### src/design/cbsp_pkg.sv
package cbsp_pkg;

  localparam int NumPointsDef = 6;
  localparam int Degree       = 3;
  localparam int Frac         = 24;
  localparam int CoordW       = 32;
  localparam int IdxW         = 4;
  localparam int BasisW       = Frac + 1;
  localparam int QW           = Frac + 2;
  localparam int DivShift     = QW + 2;
  localparam int M3           = (2 ** DivShift + 2) / 3;
  localparam int RegIdxW      = 2;

  localparam logic [RegIdxW-1:0] REG_KNOT_MIN = 2'd0;
  localparam logic [RegIdxW-1:0] REG_KNOT_MAX = 2'd1;

  localparam logic MODE_WRITE = 1'b0;
  localparam logic MODE_EVAL  = 1'b1;

  typedef struct packed {
    logic                     mode;
    logic [IdxW-1:0]          point_index;
    logic signed [CoordW-1:0] point_x;
    logic signed [CoordW-1:0] point_y;
    logic signed [CoordW-1:0] point_z;
    logic signed [CoordW-1:0] t_value;
  } in_item_t;

  typedef struct packed {
    logic signed [CoordW-1:0] curve_x;
    logic signed [CoordW-1:0] curve_y;
    logic signed [CoordW-1:0] curve_z;
    logic                     in_range;
  } out_item_t;

  typedef struct packed {
    logic [RegIdxW-1:0] reg_index;
    logic [CoordW-1:0]  wr_data;
  } cfg_item_t;

  typedef struct packed {
    logic signed [CoordW-1:0] x;
    logic signed [CoordW-1:0] y;
    logic signed [CoordW-1:0] z;
  } point_t;

  typedef struct packed {
    logic            init;
    logic            ph_a;
    logic            ph_b;
    logic            ph_c;
    logic [1:0]      level;
    logic            rotate;
    logic            wr_en;
    logic [IdxW-1:0] wr_idx;
  } cell_ctl_t;

  // clamped knot position in whole segment units
  function automatic int knot_units(input int j, input int segs);
    int v;
    v = j - Degree;
    if (v < 0) v = 0;
    if (v > segs) v = segs;
    return v;
  endfunction

  // floor(v / d) for d in 1..3, zero for d of 0
  function automatic logic [QW-1:0] div_small(input logic [QW-1:0] v, input logic [1:0] d);
    logic [QW+DivShift-2:0] p;
    logic [QW-1:0]          r;
    p = v * (DivShift-1)'(M3);
    unique case (d)
      2'd1:    r = v;
      2'd2:    r = v >> 1;
      2'd3:    r = QW'(p >> DivShift);
      default: r = '0;
    endcase
    return r;
  endfunction

endpackage

### src/design/cbsp_div.sv
module cbsp_div import cbsp_pkg::*; #(
  parameter int NumPoints = NumPointsDef,
  localparam int Segs     = NumPoints - Degree,
  localparam int SegW     = $clog2(Segs + 1),
  localparam int XW       = Frac + SegW,
  localparam int SpanW    = CoordW + 1
) (
  input  logic             clk_i,
  input  logic             rst_ni,
  input  logic             start_i,
  input  logic [SpanW-1:0] off_i,
  input  logic [SpanW-1:0] span_i,
  output logic             done_o,
  output logic [XW-1:0]    quot_o
);

  localparam int PW   = SpanW + SegW;
  localparam int CntW = $clog2(XW + 1);

  logic [SpanW:0]   rem_q, rem_d;
  logic [XW-1:0]    dq_q, dq_d;
  logic [SpanW-1:0] den_q, den_d;
  logic [CntW-1:0]  cnt_q, cnt_d;
  logic             busy_q, busy_d, done_q, done_d;

  logic [PW-1:0]  prod;
  logic [SpanW:0] trial;
  logic           ge;

  always_comb begin
    prod   = PW'(off_i) * PW'(Segs);
    trial  = {rem_q[SpanW-1:0], dq_q[XW-1]};
    ge     = trial >= {1'b0, den_q};
    rem_d  = rem_q;
    dq_d   = dq_q;
    den_d  = den_q;
    cnt_d  = cnt_q;
    busy_d = busy_q;
    done_d = 1'b0;
    if (start_i) begin
      // upper dividend bits sit below the divisor, so only XW quotient bits remain
      rem_d  = (SpanW+1)'(prod >> SegW);
      dq_d   = {prod[SegW-1:0], {Frac{1'b0}}};
      den_d  = span_i;
      cnt_d  = CntW'(XW);
      busy_d = 1'b1;
    end else if (busy_q) begin
      rem_d = ge ? trial - {1'b0, den_q} : trial;
      dq_d  = {dq_q[XW-2:0], ge};
      cnt_d = cnt_q - 1'b1;
      if (cnt_q == CntW'(1)) begin
        busy_d = 1'b0;
        done_d = 1'b1;
      end
    end
  end

  always_ff @(posedge clk_i or negedge rst_ni) begin
    if (!rst_ni) begin
      cnt_q  <= '0;
      busy_q <= 1'b0;
      done_q <= 1'b0;
    end else begin
      cnt_q  <= cnt_d;
      busy_q <= busy_d;
      done_q <= done_d;
    end
  end

  always_ff @(posedge clk_i) begin
    rem_q <= rem_d;
    dq_q  <= dq_d;
    den_q <= den_d;
  end

  assign done_o = done_q;
  assign quot_o = dq_q;

endmodule

### config.mk
export PLATFORM = sky130hd
export DESIGN_NAME = cbsp_div
export DESIGN_NICKNAME = d
export VERILOG_FILES = /design/src/design/cbsp_pkg.sv /design/src/design/cbsp_div.sv
export SDC_FILE = /design/constraint.sdc
export NUM_CORES = 1
export LEC_CHECK = 0
export BUFFER_PORTS_ARGS = -buffer_cell sky130_fd_sc_hd__buf_2
export CORE_MARGIN = 5
export CORE_UTILIZATION = 50
export CTS_CLUSTER_DIAMETER = 50
export DETAILED_ROUTE_END_ITERATION = 10
export GPL_TIMING_DRIVEN = 1
export PLACE_DENSITY = 0.71
export SYNTH_ARGS = -nofsm -noshare
export SYNTH_HDL_FRONTEND = slang
export SYNTH_SLANG_ARGS = --single-unit
export TNS_END_PERCENT = 1
### constraint.sdc
create_clock -name clk_i -period 6.7 [get_ports clk_i]
set_input_delay 0.67 -clock clk_i [delete_from_list [all_inputs] [get_ports clk_i]]
set_output_delay 0.67 -clock clk_i [all_outputs]
set_load 0.05 [all_outputs]
# [Yosys cells after proc, flatten, opt, wreduce, memory -nomap -nowiden]
# Cells that the tools add are included.
[word_totals] register_bits=99 input_bits=69
[classes] add_sub_neg=2 multipliers=1 order_cmp=1 n_eq_ne=1 muxes=13 n_reduce_logical=1
[ops] cell="33-bit two-way mux" count=3
[ops] cell="26-bit two-way mux" count=2
[ops] cell="33-bit by 2-bit multiplier with 35-bit output, second input constant" count=1
[ops] cell="34-bit by 33-bit >= comparator with 1-bit output" count=1
[ops] cell="33-bit subtractor" count=1
[ops] cell="5-bit two-way mux" count=2
[ops] cell="1-bit two-way mux" count=6
[ops] cell="5-bit by 1-bit equality test with 1-bit output, second input constant" count=1
[ops] cell="5-bit by 1-bit subtractor with 5-bit output, second input constant" count=1
[ops] cell="2-bit nonzero test" count=1

# [Depth between registers and ports, before layout]
[depth] depth_word=4 depth_mapped=14 depth_no_buf=13

# [Worst setup path before layout]
# No wires, ideal clock.
[synth_path] path_kind="register -> register" startpoint="reg dq_q[25] (netlist: quot_o[25])" endpoint="reg rem_q[26], data pin" arrival_ns=3.037 t_required_ns=6.429 path_slack_ns=3.393 path_stages_with_launch=15 cell_sequence="edfxtp_1 -> inv_1 -> ha_1 -> inv_1 -> fa_1 -> a21o_1 -> a311o_1 -> a21oi_4 -> nor4_4 -> nor3_4 -> o21ai_4 -> buf_6 -> and3_1 -> a211oi_1 -> a21oi_1"
[synth_between] elab_chain_len=4 elab_cells_between_ends=5
[synth_rtl] item="from (decl)" line_no="cbsp_div.sv:21" rtl="logic [XW-1:0] dq_q, dq_d;"
[synth_rtl] item="from (signal assigned)" line_no="cbsp_div.sv:72" rtl="dq_q <= dq_d;"
[synth_rtl] item="33-bit subtractor / 34-bit by 33-bit >= comparator with 1-bit output (equally long branches)" line_no="cbsp_div.sv:48, cbsp_div.sv:33"
[synth_rtl] item="33-bit two-way mux (*)" line_no="cbsp_div.sv:48" rtl="rem_d = ge ? trial - {1'b0, den_q} : trial;"
[synth_rtl] item="33-bit two-way mux (*)" line_no="cbsp_div.sv:47" rtl="end else if (busy_q) begin"
[synth_rtl] item="33-bit two-way mux (*)" line_no="cbsp_div.sv:40" rtl="if (start_i) begin"
[synth_rtl] item="named net rem_d[26]" line_no="cbsp_div.sv:20" rtl="logic [SpanW:0] rem_q, rem_d;"
[synth_rtl] item="to (signal assigned)" line_no="cbsp_div.sv:71" rtl="rem_q <= rem_d;"
[synth_rtl] item="to (decl)" line_no="cbsp_div.sv:20"
# The timed path passes the listed nets; every way through them passes the cells marked *. The select of a mux whose other input is x is not followed.
# A chain may end at the register's enable or synchronous reset.

# [Final worst setup path]
[layout_path] startpoint="reg dq_q[25] (netlist: quot_o[25])" endpoint="reg rem_q[25], data pin"
# Same word-level chain as after synthesis.

==> flow_summary_export.csv <==
group,metric,value,unit
sta,hold_viol,0,
die,start_util,0.5110,
grt,grtUsageTotal,0.1966,
die,design.portCount,96,
worst_setup_path,required,6.81,ns
sta,maxSlewHeadroom,0.4186,
cts,htreeDepth,3,
pwr,p_leak,0.003995,uW
cells_and_area,layout-drive-gt1-share,0.1482,
sta,max_freq,0.2758,GHz
worst_setup_path,worstSetupPathType,"register to register",
place,placed_cells,1052,
pwr,power_density,376.7,nW/um^2
synthesis,synth-xor-area-share,0.06814,
synthesis,synth.distinct_cells,77,
cells_and_area,fin_util,0.5717,
grt,gr-total-overflow,0,
die,row_count,44,
synthesis,ys_seq_area_frac,0.3619,
sta,rsz0062_at_grt,"false",
detailed_routing,drt-pass1-iter-count,5,
synthesis,synthSimpleGateAreaFrac,0.1284,
sta,fin_hold_ws,0.1342,ns
synthesis,synth_top_family_by_area,"compound AO/OA/AOI/OAI gates",
synthesis,synthTopCellsByArea,"edfxtp_1 27%, ha_1 12%, dfxtp_1 6.4%, mux2i_1 5.2%, xnor2_1 4.8%",
cts,path_clk_slew,0.07,ns
synthesis,synth_compound_gate_area_share,0.2169,
detailed_routing,via_count,6096,
sta,finalCritPeriodShare,0.5411,
synthesis,yosysWarningCount,0,
worst_setup_path,endpoint_kind,"register",
status,status,"finished clean",
sta,setup_ws,3.074,ns
place,place.gp.congestion,0.9631,
cts,insertion_delay,0.36,ns
detailed_routing,routedWlPerCell,16.17,um
detailed_routing,drt_wl_total,17270,um
cts,cts_sinks,99,
sta,slew_viol_final,0,
place,post-place-ws,3.099,ns
die,core,14590,um^2
sta,fin_setup_tns,0,ns
synthesis,synth_top_area_share,0.2739,
place,place_hpwl,13070,um
cts,cts_buffers,9,
cts,cts_buffer_depth,2,
cells_and_area,nNetsFinal,1019,
sta,clock_skew,0.01268,ns
detailed_routing,routed_via_density,5.708,
job,cap_violations,0,
grt,grt_pass1_vias,5910,
hold_path,hp-class,"input port to async pin",
detailed_routing,drc,0,
synthesis,synthMuxAreaShare,0.05690,
place,portBuffers,95,
worst_setup_path,cp-start-kind,"register",
detailed_routing,drt_iter0_drc,415,
synthesis,ys.flop_type,"edfxtp_1",
pwr,vdd_ir_drop_max,0.1835,mV
synthesis,synth_area,7455,um^2
synthesis,synth_top_cell_by_area,"edfxtp_1",
die,die-area,17450,um^2
cts,postCtsSetupRepairBufs,0,
cells_and_area,fill_cells,1328,
synthesis,synth-seq-cells,99,
detailed_routing,ant_nets,0,
synthesis,async_flop_share,0.07071,
cts,cts_tree,"built",
grt,antenna_found_initial,2,
cells_and_area,n_antenna_cell,0,
cts,holdBufCountCts,0,
worst_setup_path,crit_chain,"inv_1, ha_1, inv_1, fa_1, a21o_1, a311o_1, a21oi_4, nor4_4, nor3_4, o21ai_4, buf_4, inv_2, o41ai_1, nor3_1",
worst_setup_path,crit_slowest_cell,"o21ai_4",
cts,cts-resized-gates,0,
synthesis,post_synth.cell_area_avg,9.330,um^2
worst_setup_path,crit_arrival,3.73,ns
cts,cts-root-buf,"clkbuf_16",
sta,tightest_slew,0.8721,ns
worst_setup_path,critical-path-max-stage-delay,0.49,ns
worst_setup_path,path_max_fanout,22,
synthesis,synth_edf_count,68,
sta,final-setup-viol-count,0,
synthesis,synthesis.nets,939,
cells_and_area,areaGrowthSynthToFinish,11.88,%
die,die_w,132.1,um
grt,grt_pass1_wl,28570,um
grt,grt_max_degree,66,
worst_setup_path,crit_path_frequent_cell,"inv_1",
synthesis,post-synth-top-count-cell,"ha_1",
cells_and_area,finalNonFillerCells,1068,
synthesis,synth_common_cells,"69 x ha_1, 68 x edfxtp_1, 66 x a21oi_1, 65 x nand2_1, 54 x inv_1",
die,fp.dieH,132.1,um
synthesis,synthAdderAreaFrac,0.1212,
synthesis,syn_inst,799,
sta,layout_min_cycle_time,3.626,ns
-- per-stage QoR --
stage,instance area (um^2),total power (uW)
after global routing,8341,3384
after floorplan,7455,2254
after detailed placement,8048,2595
final,8341,3142
after CTS,8341,3134
after global placement,8048,2591
-- placed cells by master, fill, tap and decap left out, types with 7 or more instances in the layout --
| cell | instances |
|---|---|
| a211oi_1 | 11 |
| a21o_1 | 45 |
| a21oi_1 | 66 |
| a31oi_1 | 13 |
| buf_2 | 94 |
| clkbuf_16 | 10 |
| dfrtp_1 | 7 |
| dfxtp_1 | 24 |
| edfxtp_1 | 68 |
| ha_1 | 69 |
| inv_1 | 55 |
| mux2i_1 | 39 |
| nand2_1 | 65 |
| nand3_1 | 18 |
| nand4_1 | 9 |
| nor2_1 | 52 |
| nor3_1 | 12 |
| o211ai_1 | 7 |
| o21a_1 | 7 |
| o21ai_0 | 36 |
| o21ai_1 | 14 |
| xnor2_1 | 41 |
| xor2_1 | 17 |
-- logic make-up after synthesis --
family / Yosys count
mux: 42
simple gates: 198
fa+ha+maj: 71
buf+inv: 85
compound gates: 246
xor+xnor: 58
flops: 99
-- critical path, delay by kind of cell (launching register included) --
kind | cells | cell delay (ns)
AO/OA/AOI/OAI | 5 | 1.39
buffers and inverters | 4 | 0.69
AND/OR/NAND/NOR | 3 | 0.52
adder cells (fa/ha/maj) | 2 | 0.41
flip-flops | 1 | 0.36
-- routing by layer --
| metal | share of wire | global-route usage | routed length (um) |
|---|---|---|---|
| met4 | 0.017 | 0.04914 | 289 |
| met3 | 0.077 | 0.06794 | 1321 |
| met5 | 0.0011 | 0 | 19 |
| met2 | 0.41 | 0.2847 | 7104 |
| met1 | 0.49 | 0.2817 | 8532 |
-- report_power, final --
group          leakage [uW]  switching [uW]  internal, uW
Clock              0.000147             230           287
Sequential         0.000967            93.8           828
Combinational       0.00288             988           716
Total               0.00399            1310          1830
-- path summary, 6_finish.rpt --
path / slack [ns] / endpoint / from / cells after the start
worst max-delay path: 3.07 / rem_q[25] / quot_o[25] / 14
worst min-delay path: 0.13 / cnt_q[3] / rst_ni / 1
worst max register to register: 3.07 / rem_q[25] / quot_o[25] / 14
worst min register to register: 0.52 / quot_o[2] / quot_o[2] / 2
max in group asynchronous: 6.40 / busy_q / rst_ni / 1
min in group clk_i: 0.48 / den_q[1] / span_i[1] / 1
-- area by class of cell --
class / count / area, um^2 / share of cell area
Clock buffer: 13 / 271.5 / 0.03255
Clock inverter: 3 / 21.27 / 0.002550
Inverter: 56 / 210.2 / 0.02520
Multi-Input combinational cell: 615 / 4409 / 0.5287
Sequential cell: 99 / 2698 / 0.3234
Tap cell: 184 / 230.2 / 0.02760
Timing Repair Buffer: 98 / 500.5 / 0.06001
-- registers in the layout, summed over array words and instances (netlist names) --
| signal | count |
|---|---|
| cnt_q | 5 |
| quot_o | 26 |
| den_q | 33 |
| done_o | 1 |
| busy_q | 1 |
| rem_q | 33 |
(Power assumes the default switching activity.)
